[src/design/bfdh_pkg.sv]
// bfdh_pkg: shared types, constants and helper functions of the bloom filter block
// no dependencies; imported by every module of the block
`timescale 1ns / 1ps
`default_nettype none

package bfdh_pkg;

    // key hash and store geometry
    localparam int HASH_W     = 32;
    localparam int MAX_BITS   = 4096;
    localparam int MAX_PROBES = 30;
    localparam int MIN_BITS   = 64;
    localparam int ROT_RIGHT  = 17;

    localparam int POS_W  = $clog2(MAX_BITS);
    localparam int NB_W   = POS_W + 1;
    localparam int ROW_BITS = 16;
    localparam int ROW_W  = $clog2(ROW_BITS);
    localparam int ROWS   = MAX_BITS / ROW_BITS;
    localparam int ADDR_W = $clog2(ROWS);
    localparam int K_W    = $clog2(MAX_PROBES + 1);

    // configuration registers
    localparam int HC_W      = 5;
    localparam int FB_W      = 13;
    localparam int CFG_W     = 13;
    localparam int CFG_IDX_W = 2;
    localparam logic [CFG_IDX_W-1:0] REG_HASH_COUNT  = 2'd0;
    localparam logic [CFG_IDX_W-1:0] REG_FILTER_BITS = 2'd1;
    localparam logic [HC_W-1:0] HC_RESET = 5'd6;
    localparam logic [FB_W-1:0] FB_RESET = 13'd4096;

    // operation codes
    localparam int FUNC_W = 2;
    localparam logic [FUNC_W-1:0] FUNC_CLEAR  = 2'd0;
    localparam logic [FUNC_W-1:0] FUNC_INSERT = 2'd1;
    localparam logic [FUNC_W-1:0] FUNC_QUERY  = 2'd2;

    // remainder unit: bits retired per cycle
    localparam int MOD_STEP  = 4;
    localparam int MOD_CYC   = HASH_W / MOD_STEP;
    localparam int MOD_CNT_W = $clog2(MOD_CYC);

    // command queue
    localparam int Q_DEPTH = 2;
    localparam int Q_PTR_W = $clog2(Q_DEPTH);
    localparam int Q_CNT_W = $clog2(Q_DEPTH + 1);

    typedef struct packed {
        logic [FUNC_W-1:0] func;
        logic [HASH_W-1:0] key_hash;
    } req_t;

    typedef struct packed {
        logic              may_match;
        logic [FUNC_W-1:0] op_echo;
    } rsp_t;

    typedef enum logic [1:0] {
        K_CLEAR,
        K_INSERT,
        K_QUERY,
        K_NOP
    } kind_t;

    typedef struct packed {
        kind_t             kind;
        logic [FUNC_W-1:0] func;
        logic [HASH_W-1:0] key_hash;
        logic [HASH_W-1:0] delta;
    } cmd_t;

    typedef struct packed {
        logic [POS_W-1:0] r_h;
        logic [POS_W-1:0] r_d;
        logic [POS_W-1:0] r_t;
    } mod_res_t;

    // probe step: hash rotated right
    function automatic logic [HASH_W-1:0] rotr_hash(input logic [HASH_W-1:0] h);
        return (h >> ROT_RIGHT) | (h << (HASH_W - ROT_RIGHT));
    endfunction

    // store size in use: round up to eight, clamp to legal range
    function automatic logic [NB_W-1:0] eff_bits(input logic [FB_W-1:0] fb);
        logic [31:0] b;
        b = (32'(fb) + 32'd7) & ~32'd7;
        if (b < 32'(MIN_BITS))
            b = 32'(MIN_BITS);
        if (b > 32'(MAX_BITS))
            b = 32'(MAX_BITS);
        return b[NB_W-1:0];
    endfunction

    // probe count in use: clamp to one .. max probes
    function automatic logic [K_W-1:0] eff_probes(input logic [HC_W-1:0] hc);
        logic [31:0] k;
        k = 32'(hc);
        if (k < 32'd1)
            k = 32'd1;
        if (k > 32'(MAX_PROBES))
            k = 32'(MAX_PROBES);
        return k[K_W-1:0];
    endfunction

endpackage

`default_nettype wire

[src/design/bfdh_queue.sv]
// bfdh_queue: short command queue between front and back
// depends on bfdh_pkg
`timescale 1ns / 1ps
`default_nettype none

module bfdh_queue (
    input  wire logic           clk,
    input  wire logic           rst_n,
    input  wire logic           push_valid,
    output logic                push_ready,
    input  wire bfdh_pkg::cmd_t push,
    output logic                pop_valid,
    input  wire logic           pop_ready,
    output bfdh_pkg::cmd_t      pop
);
    import bfdh_pkg::*;

    cmd_t               entry_reg [Q_DEPTH];
    logic [Q_PTR_W-1:0] wr_ptr_reg;
    logic [Q_PTR_W-1:0] wr_ptr_next;
    logic [Q_PTR_W-1:0] rd_ptr_reg;
    logic [Q_PTR_W-1:0] rd_ptr_next;
    logic [Q_CNT_W-1:0] count_reg;
    logic [Q_CNT_W-1:0] count_next;
    logic               do_push;
    logic               do_pop;

    assign push_ready = count_reg < Q_CNT_W'(Q_DEPTH);
    assign pop_valid  = count_reg != '0;
    assign pop        = entry_reg[rd_ptr_reg];
    assign do_push    = push_valid && push_ready;
    assign do_pop     = pop_valid && pop_ready;

    always_comb
    begin
        wr_ptr_next = do_push ? wr_ptr_reg + Q_PTR_W'(1) : wr_ptr_reg;
        rd_ptr_next = do_pop ? rd_ptr_reg + Q_PTR_W'(1) : rd_ptr_reg;
        count_next  = count_reg;
        if (do_push && !do_pop)
            count_next = count_reg + Q_CNT_W'(1);
        else if (do_pop && !do_push)
            count_next = count_reg - Q_CNT_W'(1);
    end

    always_ff @(posedge clk or negedge rst_n)
    begin
        if (!rst_n)
        begin
            wr_ptr_reg <= '0;
            rd_ptr_reg <= '0;
            count_reg  <= '0;
        end
        else
        begin
            wr_ptr_reg <= wr_ptr_next;
            rd_ptr_reg <= rd_ptr_next;
            count_reg  <= count_next;
        end
    end

    always_ff @(posedge clk)
    begin
        if (do_push)
            entry_reg[wr_ptr_reg] <= push;
    end

endmodule

`default_nettype wire

[config.mk]
export PLATFORM = sky130hd
export DESIGN_NAME = bfdh_queue
export DESIGN_NICKNAME = d
export VERILOG_FILES = /design/src/design/bfdh_pkg.sv /design/src/design/bfdh_queue.sv
export SDC_FILE = /design/constraint.sdc
export NUM_CORES = 1
export LEC_CHECK = 0
export ABC_AREA = 0
export BUFFER_PORTS_ARGS = -buffer_cell sky130_fd_sc_hd__buf_4
export CAP_MARGIN = 40
export CORE_ASPECT_RATIO = 0.75
export CORE_UTILIZATION = 45
export CTS_CLUSTER_SIZE = 10
export DETAILED_ROUTE_END_ITERATION = 8
export GPL_TIMING_DRIVEN = 0
export MAX_ROUTING_LAYER = met4
export PLACE_DENSITY = 0.81
export SLEW_MARGIN = 20
export SYNTH_ARGS = -nofsm -noshare
export SYNTH_HDL_FRONTEND = slang
export SYNTH_SLANG_ARGS = --single-unit
[constraint.sdc]
create_clock -name clk -period 4 [get_ports clk]
set_clock_uncertainty 0.05 [all_clocks]
set_input_delay 0.4 -clock clk [delete_from_list [all_inputs] [get_ports clk]]
set_output_delay 0.4 -clock clk [all_outputs]
set_load 0.02 [all_outputs]
After elaboration in Yosys (flattened, before gate mapping). Memories as Yosys holds them, arrays and structs flattened. Cells that the tools add are included.

Mux-type cells: 4. Reduce and logical (&&, ||, !) cells: 8. $lt $le $gt $ge: 1. Add/subtract/negate cells: 4.

Operators by type and width (count): logical AND 1 bit (4); 2-to-1 mux 2 bit (2); nonzero test 2 bit (2); adder 1 bit (second input constant) (2); adder 2 x 1 -> 2 bit (second input constant) (1); logical NOT 1 bit (2); less-than comparator 2 bit (second input constant) (1); 2-to-1 mux 1 bit (2); subtractor 2 x 1 -> 2 bit (second input constant) (1).

Bits in writable memories: 136. Bits in registers: 4. Output and inout bits: 70. Memories kept: 1. Bits of input ports: 72.

Memory list: entry_reg (words 2, bits a word 68, rd ports 1, clocked after Yosys merged registers in 0, wr ports 1, line bfdh_queue.sv:18) `cmd_t entry_reg [Q_DEPTH];`.

Longest topological paths before layout. Gate-level depths: netlist of run 1.

Word-level depth: 6. Mapped depth: 6.

Least setup slack after synthesis of run 1. Ideal clock, no wire load.

Path type: input -> register. From: input push_valid. To: memory entry_reg[0][0] in the netlist's numbering (enable). Path slack: -0.247 ns. Path buffers: 0. Stages: 2. Data arrival time: 3.694 ns. Cells stage by stage: nor2b_1 -> nor2b_1.

Cells in the longest elaborated chain, start to end: 3.

Ends and longest elaborated chain: from (decl) (line bfdh_queue.sv:9) `input wire logic push_valid,`; logical AND 1 bit (line bfdh_queue.sv:31) `assign do_push = push_valid && push_ready;`; 2-to-1 mux 1 bit (line bfdh_queue.sv:63) `if (do_push)`; 2-to-1 mux 1 bit (not written as such) (line bfdh_queue.sv:64) `entry_reg[wr_ptr_reg] <= push;`; to (decl) (line bfdh_queue.sv:18).

No other way between the ends.

==> results of run 1 <==
[where the power goes]
group | total (mW) | switching [mW] | leakage (nW) | internal (mW)
Combinational | 1.77 | 0.936 | 1.10 | 0.839
Sequential | 1.99 | 0.0658 | 1.30 | 1.92
Clock | 1.58 | 0.597 | 0.280 | 0.985
[synth_stat cells]
cell	count
and2_1	1
buf_2	5
buf_6	2
buf_8	1
dfrtp_1	4
edfxtp_1	136
ha_1	1
inv_1	1
mux2_2	58
mux2_4	10
nand2_1	1
nor2_1	1
nor2b_1	2
or2_2	1
xnor2_1	3
xor2_1	2
[metrics by stage]
stage          setup WS (ps)  hold WS, ps  power [mW]  instance area [µm²]  cells
2_1_floorplan           1050         54.4        3.12                 5140    229
3_3_place_gp            26.8          149        3.76                 6380    510
3_5_place_dp            1900          150        3.81                 6450    513
4_1_cts                 1820          105        5.41                 7050    546
5_1_grt                 1770          107        5.55                 7050    546
6_report                1850          121        5.35                 7050    546
[path summary, 6_finish.rpt]
path / from / end / slack (ps) / depth (start not counted)
min in group asynchronous: rst_n / count_reg[1] / 270 / 2
setup / recovery: rd_ptr_reg / pop[7] / 1850 / 4
hold / removal: push[16] / entry_reg[1][16] / 120 / 1
setup reg to reg: count_reg[1] / entry_reg[0][8] / 2010 / 3
max in group asynchronous: rst_n / rd_ptr_reg / 3520 / 2
hold reg to reg: count_reg[0] / count_reg[0] / 470 / 1
[logic make-up (layout without fill, tap and decap cells)]
kind of cell | count (synthesis) | after routing | share of synthesized area [%]
DFF | 140 | 140 | 81.4
muxes | 68 | 68 | 15.6
buffers and inverters | 9 | 186 | 1.29
and+or+nand+nor | 6 | 6 | 0.633
xor gates and xnor gates | 5 | 5 | 0.852
adders and majority gates | 1 | 1 | 0.243
[routing by layer]
layer | part of all wire, % | global-route usage [%] | up-vias | routed length, µm
met3 | 6.6 | 5.44 | 10 | 619
li1 | - | - | 1229 | -
met5 | 0 | - | - | 0
met1 | 42 | 19.5 | 1319 | 3930
met4 | 1.2 | 7.32 | 0 | 114
met2 | 50 | 28.2 | 96 | 4720
[placed cells by master (no fill, tap or decap), drive strengths merged, types with 3 or more instances in the layout]
master / Yosys / layout
buf: 8 / 152
inv: 1 / 4
mux2: 68 / 68
edfxtp: 136 / 136
clkinv: 0 / 3
bufinv: 0 / 3
dfrtp: 4 / 4
clkbuf: 0 / 19
clkinvlp: 0 / 4
xnor2: 3 / 3
[area by class of cell]
type	instances	area share, %
Inverter	1	0.0532
Multi-Input combinational cell	80	12.8
Buffer	8	0.887
Sequential cell	140	59.3
Clock inverter	13	2.34
Clock buffer	19	6.14
Timing Repair Buffer	145	16.0
Tap cell	140	2.48
[repair_timing]
action / CTS / global route
hold buffers: 1 / 0
endpoints found under the hold margin: 4 / 0
resized for setup: 0 / 0
[worst max-delay path: stages (launching register included)]
cell     delay [ps]
dfrtp_1         330
buf_6           130
buf_2           280
mux2_2          390
buf_4           160
==> flow_summary.yaml, run 1 <==
outcome:
  status: "complete, but fails checks"
  violations: "DRC"
clock_network:
  clk_latency_ps: 400
  cts.sinks: 140
  cts_tree: "built"
  cts_buffer_depth: 2
  postCtsSetupRepairBufs: 0
  htreeDepth: 4
  clock-root-buffer: "clkbuf_16"
  clkTransAtPathRegs_ps: 60
  numCtsBuffers: 17
setup_path:
  worstSetupPathType: "reg -> out"
  start_kind: "register"
  worstPathMaxFanout: 10
  end_kind: "output port"
  worst_ep_required_time_ps: 3550
  crit_arrival_ps: 1700
placed_design:
  io_buffers: 141
  dpl.hpwl_mm: 6.14
  routabilityCongestion: 0.678
routing:
  drc_errors: 8
  first_pass_iters: 7
  wl_per_cell_um: 17.2
  drt-vias-per-instance: 4.86
  drt-total-wl_mm: 9.38
  drt_iter0_drc: 213
  vias: 2654
  detail-route-antenna-nets: 0
yosys:
  synth_area_leaders: "edfxtp_1, mux2_2, mux2_4"
  syn-instance-count: 229
  ys_seq_area_share_pct: 81.4
  synth_top_cell_by_area: "edfxtp_1"
  ys_seq_elements: 140
  synth_area_um2: 5140
  synth_top_area_share_pct: 79.4
  synth.avg_cell_area_um2: 22.5
  synth_fp_nets: 302
  ys_types: 16
  yosysWarnings: 0
power:
  leakage_nw: 2.68
  p_per_area_nw_per_um2: 758
  ir_drop_uv: 465
grt:
  grt_max_degree: 36
  gr-total-overflow: 0
  antenna_found_initial: 0
  grt_pass1_wl_mm: 14.5
  grt.total_usage_pct: 17.1
  grt_pass1_vias: 2906
timing:
  slew_violations: 0
  period_needed_ps: 2150
  fmax_ghz: 0.466
  setup_viol: 0
  grt_setup_unrepaired: "no"
  hold_viol_final: 0
  tns_ps: 0
  fin_crit_sh_pct: 53.7
  tightestPinTransition_ps: 642
  slew_headroom_pct: 57.1
layout:
  diodes: 0
  area_growth_pct: 37.2
  nFillCells: 773
  largest_register_ffs: 136
  register_area_um2: 4180
  fin_util_pct: 64.0
  layout.nets: 466
  final_layout_size_suffix_gt1_share_pct: 62.3
  multi_input_area_um2: 902
min_path:
  min_path_type: "in -> reg"
floorplanning:
  dieArea_um2: 11900
  dieHeight_um: 94.6
  core_um2: 11000
  fp-row-count: 33
  ios: 142
  die_w_um: 125
  initial_core_util_pct: 46.6
job:
  maxCapViolCount: 0
Power figures use the tool's default switching activity.
==> run 2: changes to the inputs <==
Settings changed: ABC_AREA 0 to 1.
Clock period 4 ns to 1.81 ns, I/O delays scaled along.
==> flow_summary.yaml, run 2 <==
setup_path:
  crit_arrival_ps: 1490
  end_kind: "output port"
  max_stage_delay_ps: 370
  crit_start: "rd_ptr_reg"
  rr_worst_depth: 5
  endpoint: "pop[56]"
  r2r_start: "count_reg[1]"
  critPathSlowestCell: "dfrtp_1"
  cp_num_buf_inv: 4
  rrSetupSlack_ps: 180
  start_kind: "register"
  worstSetupPathType: "reg -> out"
  worst_ep_required_time_ps: 1580
  r2r-end: "entry_reg[0][28]"
  path_delay_family: "buffers and inverters"
  cp.depth: 6
  worstPathMaxFanout: 10
  crit_chain: "buf_6 > inv_8 > buf_4 > nand2_1 > nand2_1 > buf_4"
placed_design:
  dpl.hpwl_mm: 7.09
  dp.cells: 670
  io_buffers: 141
  preCtsSetupSlack_ps: 140
  routabilityCongestion: 0.707
yosys:
  async_flop_share_pct: 2.86
  synthAdderAreaFrac_pct: 0.242
  synth_top_family_by_area: "simple AND/OR/NAND/NOR gates"
  yosysWarnings: 0
  yosys.area_share.simple_pct: 15.9
  synth_xor_area_share_pct: 0.339
  synth-compound-area-share_pct: 0
  synth.mux.area_fraction_pct: 0
  ys_seq_elements: 140
  synth_area_um2: 5160
  ys_seq_area_share_pct: 81.0
  synth_top_cell_by_area: "edfxtp_1"
  synth_fp_nets: 456
  synth-edff-count: 136
  ys.flop_type: "edfxtp_1"
  synthTopCellsByCount: "nand2_1, edfxtp_1, buf_2, inv_1, dfrtp_1"
  synth.avg_cell_area_um2: 13.5
  synth_top_area_share_pct: 79.1
  synth.most_common_cell: "nand2_1"
  synth_area_leaders: "edfxtp_1, nand2_1, dfrtp_1"
  syn-instance-count: 383
  ys_types: 14
routing:
  drt_iter0_drc: 249
  detail-route-antenna-nets: 0
  drt-vias-per-instance: 4.69
  vias: 3623
  wl_per_cell_um: 15.3
  drc_errors: 0
  drt-total-wl_mm: 11.8
  first_pass_iters: 4
timing:
  fin_crit_sh_pct: 95.1
  slew_violations: 0
  worst_slack_ps: 89.3
  grt_setup_unrepaired: "no"
  tightestPinTransition_ps: 356
  period_needed_ps: 1720
  hold_viol_final: 0
  slew_headroom_pct: 76.2
  setup_viol: 0
  fmax_ghz: 0.581
clock_network:
  clk_latency_ps: 400
  htreeDepth: 4
  cts_buffer_depth: 2
  clock-root-buffer: "clkbuf_16"
  cts_tree: "built"
  cts.sinks: 140
  numCtsBuffers: 17
  clkTransAtPathRegs_ps: 60
layout:
  largest_register_ffs: 136
  fin_util_pct: 72.1
  diodes: 0
  layout_commonest_cell: "nand2_1"
  layout.nets: 694
  fin_cells: 773
  area_growth_pct: 54.4
  final_cell_mix: "nand2_1, buf_4, edfxtp_1"
  final_layout_size_suffix_gt1_share_pct: 31.6
floorplanning:
  dieHeight_um: 94.8
  die_w_um: 126
  fp-row-count: 33
  dieArea_um2: 11900
  ios: 142
  initial_core_util_pct: 46.7
  core_um2: 11100
power:
  ir_drop_uv: 1170
  leakage_nw: 3.41
  p_per_area_nw_per_um2: 1650
grt:
  grt.total_usage_pct: 21.3
  antenna_found_initial: 0
  grt_pass1_vias: 3625
  grt_pass1_wl_mm: 18.1
  grt_max_degree: 28
  gr-total-overflow: 0
min_path:
  min_path_type: "in -> async"
job:
  maxCapViolCount: 0
outcome:
  status: "finished, final reports clean"
[run 2: worst min-delay path by stage]
stage,start,end,depth (start not counted)
after floorplan,rst_n,count_reg[0],0
after global placement,rst_n,count_reg[1],1
after detailed placement,rst_n,count_reg[1],1
after CTS,rst_n,count_reg[1],2
after global routing,push_valid,wr_ptr_reg,3
final,rst_n,count_reg[1],2
[run 2: cell type report]
class / instances / area, µm²
fill: 705 / 3090
clock inverter: 12 / 173
sequential: 140 / 4180
tap: 140 / 175
multi-input combinational: 221 / 886
inverter: 7 / 36.3
clock buffer: 19 / 433
buffer: 14 / 119
timing repair buffer: 220 / 1970
[run 2: stage by stage]
| stage | hold slack (ps) | setup TNS, ps | instance area, µm² | power [mW] |
|---|---|---|---|---|
| after CTS | 38.8 | -0.975 | 7920 | 13.1 |
| after floorplan | -165 | -34290 | 5190 | 7.15 |
| after global placement | -72.4 | -94890 | 6420 | 9.00 |
| after detailed placement | -69.2 | 0 | 6570 | 9.31 |
| final | 63.8 | 0 | 7970 | 13.2 |
| after global routing | 44.9 | 0 | 7970 | 13.8 |
[run 2: kinds of logic (layout without fill, tap and decap cells)]
group         after synthesis  count (layout)
simple gates              218             218
flops                     140             140
fa+ha+maj                   1               1
xor+xnor                    2               2
buf+inv                    22             272
[run 2: layer usage]
metal | global-route usage, % | vias up | part of all wire, %
met4 | 7.22 | 0 | 0.59
met2 | 36.1 | 129 | 50
met1 | 24.8 | 1720 | 44
met3 | 5.89 | 6 | 5.4
li1 | - | 1768 | -
met5 | - | - | 0
[run 2: power by group]
part           total (mW)  switching, mW  internal, mW
combinational        5.11           3.03          2.08
clock                3.56           1.27          2.29
sequential           4.49          0.172          4.31
[run 2: timing repair]
action,in CTS,in global routing
gates cloned,0,1
endpoints found under the hold margin,141,0
pin swaps,0,1
hold buffers,70,0
buffers inserted,2,0
resized for setup,7,16
endpoints found under the setup margin,30,53
