--- src/design/bfdh_pkg.sv ---
// bfdh_pkg: shared types, constants and helper functions of the bloom filter block
// no dependencies; imported by every module of the block
`timescale 1ns / 1ps
`default_nettype none

package bfdh_pkg;

    // key hash and store geometry
    localparam int HASH_W     = 32;
    localparam int MAX_BITS   = 4096;
    localparam int MAX_PROBES = 30;
    localparam int MIN_BITS   = 64;
    localparam int ROT_RIGHT  = 17;

    localparam int POS_W  = $clog2(MAX_BITS);
    localparam int NB_W   = POS_W + 1;
    localparam int ROW_BITS = 16;
    localparam int ROW_W  = $clog2(ROW_BITS);
    localparam int ROWS   = MAX_BITS / ROW_BITS;
    localparam int ADDR_W = $clog2(ROWS);
    localparam int K_W    = $clog2(MAX_PROBES + 1);

    // configuration registers
    localparam int HC_W      = 5;
    localparam int FB_W      = 13;
    localparam int CFG_W     = 13;
    localparam int CFG_IDX_W = 2;
    localparam logic [CFG_IDX_W-1:0] REG_HASH_COUNT  = 2'd0;
    localparam logic [CFG_IDX_W-1:0] REG_FILTER_BITS = 2'd1;
    localparam logic [HC_W-1:0] HC_RESET = 5'd6;
    localparam logic [FB_W-1:0] FB_RESET = 13'd4096;

    // operation codes
    localparam int FUNC_W = 2;
    localparam logic [FUNC_W-1:0] FUNC_CLEAR  = 2'd0;
    localparam logic [FUNC_W-1:0] FUNC_INSERT = 2'd1;
    localparam logic [FUNC_W-1:0] FUNC_QUERY  = 2'd2;

    // remainder unit: bits retired per cycle
    localparam int MOD_STEP  = 4;
    localparam int MOD_CYC   = HASH_W / MOD_STEP;
    localparam int MOD_CNT_W = $clog2(MOD_CYC);

    // command queue
    localparam int Q_DEPTH = 2;
    localparam int Q_PTR_W = $clog2(Q_DEPTH);
    localparam int Q_CNT_W = $clog2(Q_DEPTH + 1);

    typedef struct packed {
        logic [FUNC_W-1:0] func;
        logic [HASH_W-1:0] key_hash;
    } req_t;

    typedef struct packed {
        logic              may_match;
        logic [FUNC_W-1:0] op_echo;
    } rsp_t;

    typedef enum logic [1:0] {
        K_CLEAR,
        K_INSERT,
        K_QUERY,
        K_NOP
    } kind_t;

    typedef struct packed {
        kind_t             kind;
        logic [FUNC_W-1:0] func;
        logic [HASH_W-1:0] key_hash;
        logic [HASH_W-1:0] delta;
    } cmd_t;

    typedef struct packed {
        logic [POS_W-1:0] r_h;
        logic [POS_W-1:0] r_d;
        logic [POS_W-1:0] r_t;
    } mod_res_t;

    // probe step: hash rotated right
    function automatic logic [HASH_W-1:0] rotr_hash(input logic [HASH_W-1:0] h);
        return (h >> ROT_RIGHT) | (h << (HASH_W - ROT_RIGHT));
    endfunction

    // store size in use: round up to eight, clamp to legal range
    function automatic logic [NB_W-1:0] eff_bits(input logic [FB_W-1:0] fb);
        logic [31:0] b;
        b = (32'(fb) + 32'd7) & ~32'd7;
        if (b < 32'(MIN_BITS))
            b = 32'(MIN_BITS);
        if (b > 32'(MAX_BITS))
            b = 32'(MAX_BITS);
        return b[NB_W-1:0];
    endfunction

    // probe count in use: clamp to one .. max probes
    function automatic logic [K_W-1:0] eff_probes(input logic [HC_W-1:0] hc);
        logic [31:0] k;
        k = 32'(hc);
        if (k < 32'd1)
            k = 32'd1;
        if (k > 32'(MAX_PROBES))
            k = 32'(MAX_PROBES);
        return k[K_W-1:0];
    endfunction

endpackage

`default_nettype wire

--- src/design/bfdh_front.sv ---
// bfdh_front: input stage, takes items and classifies them into commands
// depends on bfdh_pkg
`timescale 1ns / 1ps
`default_nettype none

module bfdh_front (
    input  wire logic          clk,
    input  wire logic          rst_n,
    input  wire logic          req_valid,
    output logic               req_ready,
    input  wire bfdh_pkg::req_t req,
    output logic               cmd_valid,
    input  wire logic          cmd_ready,
    output bfdh_pkg::cmd_t     cmd
);
    import bfdh_pkg::*;

    logic  cmd_valid_reg;
    logic  cmd_valid_next;
    cmd_t  cmd_reg;
    cmd_t  cmd_next;
    kind_t kind;

    always_comb
    begin
        unique case (req.func)
            FUNC_CLEAR:  kind = K_CLEAR;
            FUNC_INSERT: kind = K_INSERT;
            FUNC_QUERY:  kind = K_QUERY;
            default:     kind = K_NOP;
        endcase
    end

    assign req_ready = !cmd_valid_reg || cmd_ready;

    always_comb
    begin
        cmd_next       = cmd_reg;
        cmd_valid_next = cmd_valid_reg;
        if (cmd_valid_reg && cmd_ready)
            cmd_valid_next = 1'b0;
        if (req_valid && req_ready)
        begin
            cmd_valid_next    = 1'b1;
            cmd_next.kind     = kind;
            cmd_next.func     = req.func;
            cmd_next.key_hash = req.key_hash;
            cmd_next.delta    = rotr_hash(req.key_hash);
        end
    end

    always_ff @(posedge clk or negedge rst_n)
    begin
        if (!rst_n)
            cmd_valid_reg <= 1'b0;
        else
            cmd_valid_reg <= cmd_valid_next;
    end

    always_ff @(posedge clk)
    begin
        cmd_reg <= cmd_next;
    end

    assign cmd_valid = cmd_valid_reg;
    assign cmd       = cmd_reg;

endmodule

`default_nettype wire

--- config.mk ---
export PLATFORM = sky130hd
export DESIGN_NAME = bfdh_front
export DESIGN_NICKNAME = d
export VERILOG_FILES = /design/src/design/bfdh_pkg.sv /design/src/design/bfdh_front.sv
export SDC_FILE = /design/constraint.sdc
export NUM_CORES = 1
export LEC_CHECK = 0
export ABC_AREA = 1
export BUFFER_PORTS_ARGS = -buffer_cell sky130_fd_sc_hd__clkbuf_2
export CORE_AREA = 2 2 81 52
export DETAILED_ROUTE_END_ITERATION = 10
export DIE_AREA = 0 0 83 54
export GPL_ROUTABILITY_DRIVEN = 0
export PLACE_DENSITY = 0.81
export SETUP_SLACK_MARGIN = 0.1
export SLEW_MARGIN = 20
export SYNTH_ARGS = -nofsm -noshare
export SYNTH_HDL_FRONTEND = slang
export SYNTH_SLANG_ARGS = --single-unit
export TNS_END_PERCENT = 20
--- constraint.sdc ---
create_clock -name clk -period 3 [get_ports clk]
set_input_delay 0.15 -clock clk [delete_from_list [all_inputs] [get_ports clk]]
set_output_delay 0.15 -clock clk [all_outputs]
set_load 0.02 [all_outputs]
# After elaboration in Yosys (flattened, before gate mapping)
# Cells that the tools add are included.
[word_totals]
register_bits = 69
[classes]
eq_ne = 2
n_mux = 3
n_bitwise = 1
reduce_logical = 6
[op_table]
columns = ["cell", "count"]
rows = [
  ["$or 15x32->32", 1],
  ["$pmux 2 s3", 1],
  ["$eq 2x1->1 const B", 1],
  ["$eq 2x2->1 const B", 1],
  ["$logic_and 1x1->1", 2],
  ["$logic_not 2->1", 1],
  ["$mux 1", 2],
  ["$reduce_bool 2->1", 1],
  ["$logic_not 1->1", 1],
  ["$logic_or 1x1->1", 1],
]

# Depth between registers and ports, before layout
# Gate-level depths: netlist (run 1).
[depth]
depth_word = 4
depth_mapped = 3
depth_no_buf = 3

# Worst setup path before layout (run 1)
# No wires, ideal clock.
[synth_path]
path_kind = "register to register"
start = "reg cmd_valid_reg, in the netlist cmd_valid"
end = "reg cmd_reg (netlist bit cmd[14]) (enable)"
setup_time_ps = 441
t_arrival_ps = 2286
required_time_ps = 2559
slack_ps = 272
path_stages_with_launch = 2
synth_period_minus_slack_ps = 2728
cell_sequence = "dfrtp_1 a21oi_1"
[synth_via]
elab_chain_len = 3
[synth_lines]
columns = ["element", "line_no", "source"]
rows = [
  ["start, declared", "bfdh_front.sv:18", "logic cmd_valid_reg;"],
  ["start signal, assigned", "bfdh_front.sv:57", "cmd_valid_reg <= cmd_valid_next;"],
  ["$logic_not 1->1", "bfdh_front.sv:34", "assign req_ready = !cmd_valid_reg || cmd_ready;"],
  ["$logic_or 1x1->1", "bfdh_front.sv:34", ""],
  ["$logic_and 1x1->1", "bfdh_front.sv:42", "if (req_valid && req_ready)"],
  ["end signal, assigned", "bfdh_front.sv:62", "cmd_reg <= cmd_next;"],
  ["end, declared", "bfdh_front.sv:20", "cmd_t cmd_reg;"],
]
# Every way passes these cells.
# A chain may end at the register's enable or synchronous reset.

# Final worst setup path (run 1)
[layout_path]
start = "reg cmd_valid_reg, in the netlist cmd_valid"
end = "reg cmd_reg (netlist bit cmd[49]) (enable)"
# Same word-level chain as after synthesis.

==> results of run 1 <==
[layer usage]
| layer | global-route usage | part of all wire | routed length, µm |
|---|---|---|---|
| met5 | 0 | 0 | 0 |
| met4 | 0.0574 | 0.0091 | 22 |
| met1 | 0.131 | 0.40 | 984 |
| met2 | 0.160 | 0.45 | 1090 |
| met3 | 0.0567 | 0.14 | 329 |
[logic make-up (layout without fill, tap and decap cells)]
kind of cell           after synthesis  in the layout
buffers and inverters               36            118
and+or+nand+nor                      2              2
DFF                                 37             37
AOI/OAI and AO/OA                    1              1
[stage by stage]
stage,setup WS [ns],util,cell area (µm²),power (mW)
after floorplan,0.272,-,1370,0.736
after global placement,1.40,0.453,1740,0.777
after detailed placement,1.37,0.453,1740,0.781
after CTS,1.36,0.475,1830,1.09
after global routing,1.30,0.475,1830,1.13
final,1.39,0.475,1830,1.08
[cell usage in the layout (no fill, tap or decap)]
master | Yosys | layout
edfxtp_1 | 36 | 36
inv_1 | 2 | 2
dlygate4sd3_1 | 0 | 1
clkinv_1 | 0 | 1
buf_4 | 32 | 1
clkbuf_8 | 0 | 5
a21oi_4 | 0 | 1
clkbuf_2 | 0 | 107
nand2_1 | 2 | 2
dfrtp_1 | 1 | 1
clkbuf_1 | 2 | 1
[power by group]
| group | switching (mW) | internal (mW) | total, mW | leakage, nW |
|---|---|---|---|---|
| clock | 0.151 | 0.156 | 0.308 | 0.0387 |
| sequential | 0.0133 | 0.602 | 0.616 | 0.354 |
| combinational | 0.101 | 0.0516 | 0.153 | 0.473 |
[worst paths after layout]
check,to,startpoint,slack [ns]
max in group asynchronous,cmd_valid$_DFFE_PN0P_,rst_n,2.71
min in group asynchronous,cmd_valid$_DFFE_PN0P_,rst_n,0.20
worst max register to register,cmd[49]$_DFFE_PP_,cmd_valid$_DFFE_PN0P_,1.39
worst max-delay path,cmd[49]$_DFFE_PP_,cmd_valid$_DFFE_PN0P_,1.39
worst min register to register,cmd_valid$_DFFE_PN0P_,cmd_valid$_DFFE_PN0P_,0.62
worst min-delay path,cmd[38]$_DFFE_PP_,req[6],0.04
[area by class of cell]
type                       instances  share of cell area
sequential                        37               0.605
timing repair buffer             109               0.302
clock buffer                       6              0.0397
tap                               50              0.0342
multi-input combinational          3              0.0130
inverter                           2             0.00410
clock inverter                     1             0.00205
==> impl_results.md, run 1 <==
- Sequential share of the synthesized area: 0.805
- Cells after DPL: 200
- Area used by sequential logic in the layout: 1110 µm²
- Resized Gates After CTS: 0
- Cells after Synth: 76
- Total standard cell area after synthesis: roughly 1400 µm²
- Max Slew Vio Count: 0
- Endpoint type of the worst setup path: register
- Type of origin of the critical path: register
- Leakage: 0.865 nW
- Post-layout minimum cycle time: between 1.5 and 2 ns
- Instance count along the most critical hold path: 1
- Drt first pass iters: 4
- Number of warning messages in the yosys log: 0
- Post-CTS Setup Bufs: 0
- Synth async-reset ratio: 0.0270
- Peak per-stage delay on the critical path: 0.50 ns
- # diodes: 0
- Critical path class: register to register
- Status: completed
- Portion of synthesized cell area occupied by the leading cell type: 0.787
- Vertical extent of the die: 54 µm
- Library cell used as clock root buffer: clkbuf_8
- Power density cells: 588 nW/µm²
- Maximum number of pins on one net before global-route repair: 20
- Max-slew headroom: 0.623
- Top cell type by total area after synthesis: edfxtp_1
- Main synth FF type: edfxtp_1
- Total via count in the routed design: ~830
- Placement row count: 18
- Port bufs: 107
- Distinct cell type count of the synthesized netlist: 7
- Transition time at the pin with the least slew margin: around 0.56 ns
- TritonCTS clock tree: done
- Register clock-pin slew on the reported worst setup and hold paths: 0.07 ns
- Combinational family with the most area after synthesis: buffers and inverters
- Clock Path Buffers: 2
- Layout cells sized above 1: 0.722
- Detailed-route wire length per cell: 11.7 µm
- Overall die area: 4480 µm²
- Worst-skew pair later-pin latency: 0.28 ns
- Layout Area Growth over Synthesis: 33.2%
- Number of cells on the worst reg-to-reg path: 2
- Arrival @ worst endpoint: 1.57 ns
- Initial standard-cell utilization of the core: 0.357
- Antenna Violating Nets Remaining: 0
- Post-synthesis share of cell area spent on and, or, nand and nor gates: 0.00546
- First-iteration detailed-routing DRC count: 17
- Max Fclk: 0.622 GHz
- Global-route wire length before repair: about 3500 µm
- Number of enable flip-flop cells after synthesis: 36
- Critical path, cell by cell: a21oi_4 -> buf_4
- Number of top-level pins: 108
- Synthesized-area fraction occupied by ao, oa, aoi and oai cells: 0.00364
- Logic depth of the worst setup path including buffers: 2
- Family with the most delay on the worst path: compound AO/OA/AOI/OAI gates
- Buffering stage count on the worst path with inverters included: 1
- Mapped Avg Cell Area: roughly 18 µm²
- Slowest cell on the critical path: a21oi_4
- Count of endpoints failing setup in the final report: 0
- Fin crit share: 0.536
- Via-to-Cell Ratio: 3.98
- Core region area: 3850 µm²
- Maximum Capacitance Violations: 0
- Maximum fanout along the worst path: 19
- Vias in the first global route: ~730
- Most frequent cell after synthesis: edfxtp_1
- IR drop worst, VDD: 0.282 mV
- Unrepaired setup endpoints after global routing: false
- Total Neg Setup Slack: 0 ns
- Area taken by multi-input logic gates: 23.8 µm²
- Fill cell count: 337
- Total grt overflow: 0
- Hold/Removal Path Class: primary input to register
- Total Wirelength: 2430 µm
- Mapped Nets: between 100 and 150
- Worst hold margin: 0.0434 ns
- Top post-synthesis cells by count: 36 x edfxtp_1, 32 x buf_4, 2 x clkbuf_1, 2 x inv_1, 2 x nand2_1
- Flip-flop count of the largest register, all copies and words added: 36
- Die Span X: 83 µm
- Yosys reg bits: 37
- Number of failing hold endpoints at the final stage: 0
- CP required: just under 3 ns
- Final #Nets: about 200
- Worst Clk Skew: 0.00376 ns
- Number of buffers added by the clock tree synthesis step: 5
- Adder and majority gate portion of the synthesized area: 0
- Number of antenna violations at the first check in global routing: 0
- Post-synthesis mux area share: 0
- H-tree levels: 2
- DPL Wire Length: 1880 µm
- Hold-fix buffers at CTS: 1
- Area contributors post-synth: edfxtp_1 79%, buf_4 17%, dfrtp_1 1.8%, clkbuf_1 0.55%, inv_1 0.55%
- DRC violation count after routing: 0
- Fraction of synthesized cell area in xor and xnor cells: 0
- Total number of clock tree sinks: 37
- Number of cells in the finished layout apart from fillers: 208
- Total global routing track utilization: 0.108
No activity file was read; power rests on OpenSTA's default activity.
==> run 2: changes to the inputs <==
- clock period: 3 -> 1.59 ns (I/O delays scaled with it)
==> run 2 against run 1 <==
  * First-iteration DRC count down 18%
  * Total power up 110%
  * Via count up 19%
  * Critical path depth unchanged
  * Final cell count up 17%
  * Clock-buffer cell count unchanged
  * Sequential power up 88%
  * Cell area up 21%
  * Non-clock buffer count up 34
  * Critical endpoint is now cmd[33]$_DFFE_PP_
  * Largest cell class unchanged
==> impl_results.md, run 2 (synthesized netlist as in run 1, its figures left out) <==
- Vertical extent of the die: 54 µm (unchanged)
- Hold path start: req_valid
- Number of top-level pins: 108 (unchanged)
- Most used cells in the layout excluding fill and tap cells: 107 x clkbuf_2, 36 x edfxtp_1, 35 x dlygate4sd3_1
- Flip-flop count of the largest register, all copies and words added: 36 (unchanged)
- Count of endpoints failing setup in the final report: 0 (unchanged)
- Register clock-pin slew on the reported worst setup and hold paths: 0.07 ns (about the same)
- Transition time at the pin with the least slew margin: 0.187 ns (-0.377 ns)
- Port bufs: 107 (unchanged)
- Logic depth of the worst setup path including buffers: 2 (unchanged)
- Antenna Violating Nets Remaining: 0 (unchanged)
- Leakage: 1.03 nW (+19%)
- Critical path, cell by cell: a21oi_4 -> buf_12
- TritonCTS clock tree: done
- Final #Nets: 230 (+17%)
- Hold/Removal Path Class: primary input to register
- Drt first pass iters: 4 (unchanged)
- DPL Wire Length: 1890 µm (+0.80%)
- Max Fclk: 0.890 GHz (+43%)
- Number of buffers added by the clock tree synthesis step: 5 (unchanged)
- Via-to-Cell Ratio: 4.05 (+1.7%)
- Resized Gates After CTS: 0 (unchanged)
- Switching Power: 0.536 mW (+100%)
- Most common library cell in the layout ignoring fill and taps: clkbuf_2
- Post-layout minimum cycle time: 1.12 ns (-0.484 ns)
- Total Neg Setup Slack: 0 ns (unchanged)
- Core region area: 3850 µm² (unchanged)
- Hold-fix buffers at CTS: 35 (+34)
- Post-CTS Setup Bufs: 0 (unchanged)
- Total number of clock tree sinks: 37 (unchanged)
- Library cell used as clock root buffer: clkbuf_8
- Power share of the combinational group: 0.157 (+0.015)
- Detailed-route wire length per cell: 11.9 µm (+1.8%)
- Instance count along the most critical hold path: 3 (+2)
- Number of failing hold endpoints at the final stage: 0 (unchanged)
- Number of cells on the worst reg-to-reg path: 2 (unchanged)
- Overall die area: 4480 µm² (unchanged)
- CP required: 1.56 ns (-1.40 ns)
- Launch point of the worst reg-to-reg path: cmd_valid$_DFFE_PN0P_
- First-iteration detailed-routing DRC count: 14 (-3)
- Critical register-to-register path endpoint: cmd[33]$_DFFE_PP_
- Clock Path Buffers: 2 (unchanged)
- Total Power: 2.29 mW (+110%)
- Worst-skew pair later-pin latency: 0.28 ns (about the same)
- Slowest cell on the critical path: dfrtp_2
- Area used by sequential logic in the layout: 1110 µm² (+0.11%)
- Total Wirelength: 2890 µm (+19%)
- Worst R2R Setup Slack: 0.47 ns (-0.93 ns)
- Capture endpoint of the worst hold path: cmd_valid$_DFFE_PN0P_
- # diodes: 0 (unchanged)
- Layout Area Growth over Synthesis: 61.2%
- Critical path class: register to register
- Power density cells: 1040 nW/µm² (+76%)
- Vias in the first global route: 881 (+21%)
- Switch share: 0.234 (-0.0129)
- Share of power burned in registers: 0.507 (-0.065)
- Family with the most delay on the worst path: flip-flops
- Number of antenna violations at the first check in global routing: 0 (unchanged)
- IR drop worst, VDD: 0.670 mV (+140%)
- Endpoint type of the worst setup path: register
- Total grt overflow: 0 (unchanged)
- Maximum number of pins on one net before global-route repair: 37 (+85%)
- Placement row count: 18 (unchanged)
- Unrepaired setup endpoints after global routing: false
- DRC violation count after routing: 0 (unchanged)
- Type of origin of the critical path: register
- Total via count in the routed design: 983 (+19%)
- Max Slew Vio Count: 0 (unchanged)
- Die Span X: 83 µm (unchanged)
- Buffering stage count on the worst path with inverters included: 1 (unchanged)
- Global-route wire length before repair: 4170 µm (+21%)
- H-tree levels: 2 (unchanged)
- Maximum fanout along the worst path: 36 (+17)
- Initial standard-cell utilization of the core: 0.357 (unchanged)
- Total internal power: 1.76 mW (+120%)
- Part of the total power dissipated in the clock network: 0.336 (+0.050)
- Peak per-stage delay on the critical path: 0.43 ns (-0.07 ns)
- Layout cells sized above 1: 0.606 (-0.115)
- Total global routing track utilization: 0.131 (+0.0229)
- Status: completed
- Maximum Capacitance Violations: 0 (unchanged)
- Fill cell count: 293 (-13%)
- Max-slew headroom: 0.876 (+0.252)
- Worst Clk Skew: 0.00677 ns (+0.00301 ns)
- Arrival @ worst endpoint: 1.09 ns (-0.48 ns)
- Fin crit share: 0.706 (+0.171)
- Area taken by multi-input logic gates: 23.8 µm² (unchanged)
[run 2: changes by cell type in the layout (fill, tap and decap cells not counted)]
| cell | before | now |
|---|---|---|
| buf_4 | 1 | 0 |
| clkinv_2 | 0 | 1 |
| dfrtp_2 | 0 | 1 |
| bufinv_16 | 0 | 1 |
| dfrtp_1 | 1 | 0 |
| clkinv_1 | 1 | 0 |
| buf_12 | 0 | 1 |
| dlygate4sd3_1 | 1 | 35 |
[run 2: worst max-delay path by stage]
stage	start	to
3_3_place_gp	cmd_valid$_DFFE_PN0P_	cmd[33]$_DFFE_PP_
4_1_cts	cmd_valid$_DFFE_PN0P_	cmd[34]$_DFFE_PP_
5_1_grt	cmd_valid$_DFFE_PN0P_	cmd[33]$_DFFE_PP_
6_report	cmd_valid$_DFFE_PN0P_	cmd[33]$_DFFE_PP_
3_5_place_dp	cmd_valid$_DFFE_PN0P_	cmd[38]$_DFFE_PP_
2_1_floorplan	cmd_valid$_DFFE_PN0P_	cmd[14]$_DFFE_PP_
[run 2: worst reg2reg max path, cell delays in order, from the launching register on]
cell and delay, ns:
dfrtp_2 0.43, a21oi_4 0.15, buf_12 0.23
[run 2: layout make-up]
cell class,count,share of cell area
clock buffers,6,0.0328
clock inverters,2,0.0158
inverters,2,0.00339
multi-input cells,3,0.0107
flip-flops and latches,37,0.500
well taps,50,0.0282
repair buffers,143,0.409
[run 2: metrics by stage]
step                utilization  cells  cell area, µm²  hold slack (ns)  setup slack, ns
floorplan                     -     76            1390           -0.216           0.0646
global placement          0.456    200            1760           -0.145            0.499
detailed placement        0.456    200            1760           -0.144            0.475
CTS                       0.575    243            2210           0.0437            0.462
global route              0.575    243            2210           0.0579            0.431
finish                    0.575    243            2210           0.0605            0.467
[run 2: power groups by stage]
stage | Sequential [mW] | Combinational [mW] | Clock (mW)
detailed placement | 1.18 | 0.294 | 0
floorplan | 1.25 | 0.142 | 0
CTS | 1.16 | 0.360 | 0.788
finish | 1.16 | 0.361 | 0.770
global placement | 1.18 | 0.291 | 0
global route | 1.17 | 0.385 | 0.842
[run 2: layer usage]
metal / share of wire / GRT usage / wire [µm] / up-vias
met5: 0 / 0 / 0 / -
met3: 0.11 / 0.0598 / 325 / 8
met2: 0.49 / 0.214 / 1410 / 73
met4: 0.015 / 0.0656 / 42 / 0
met1: 0.38 / 0.151 / 1110 / 441
li1: - / - / - / 461
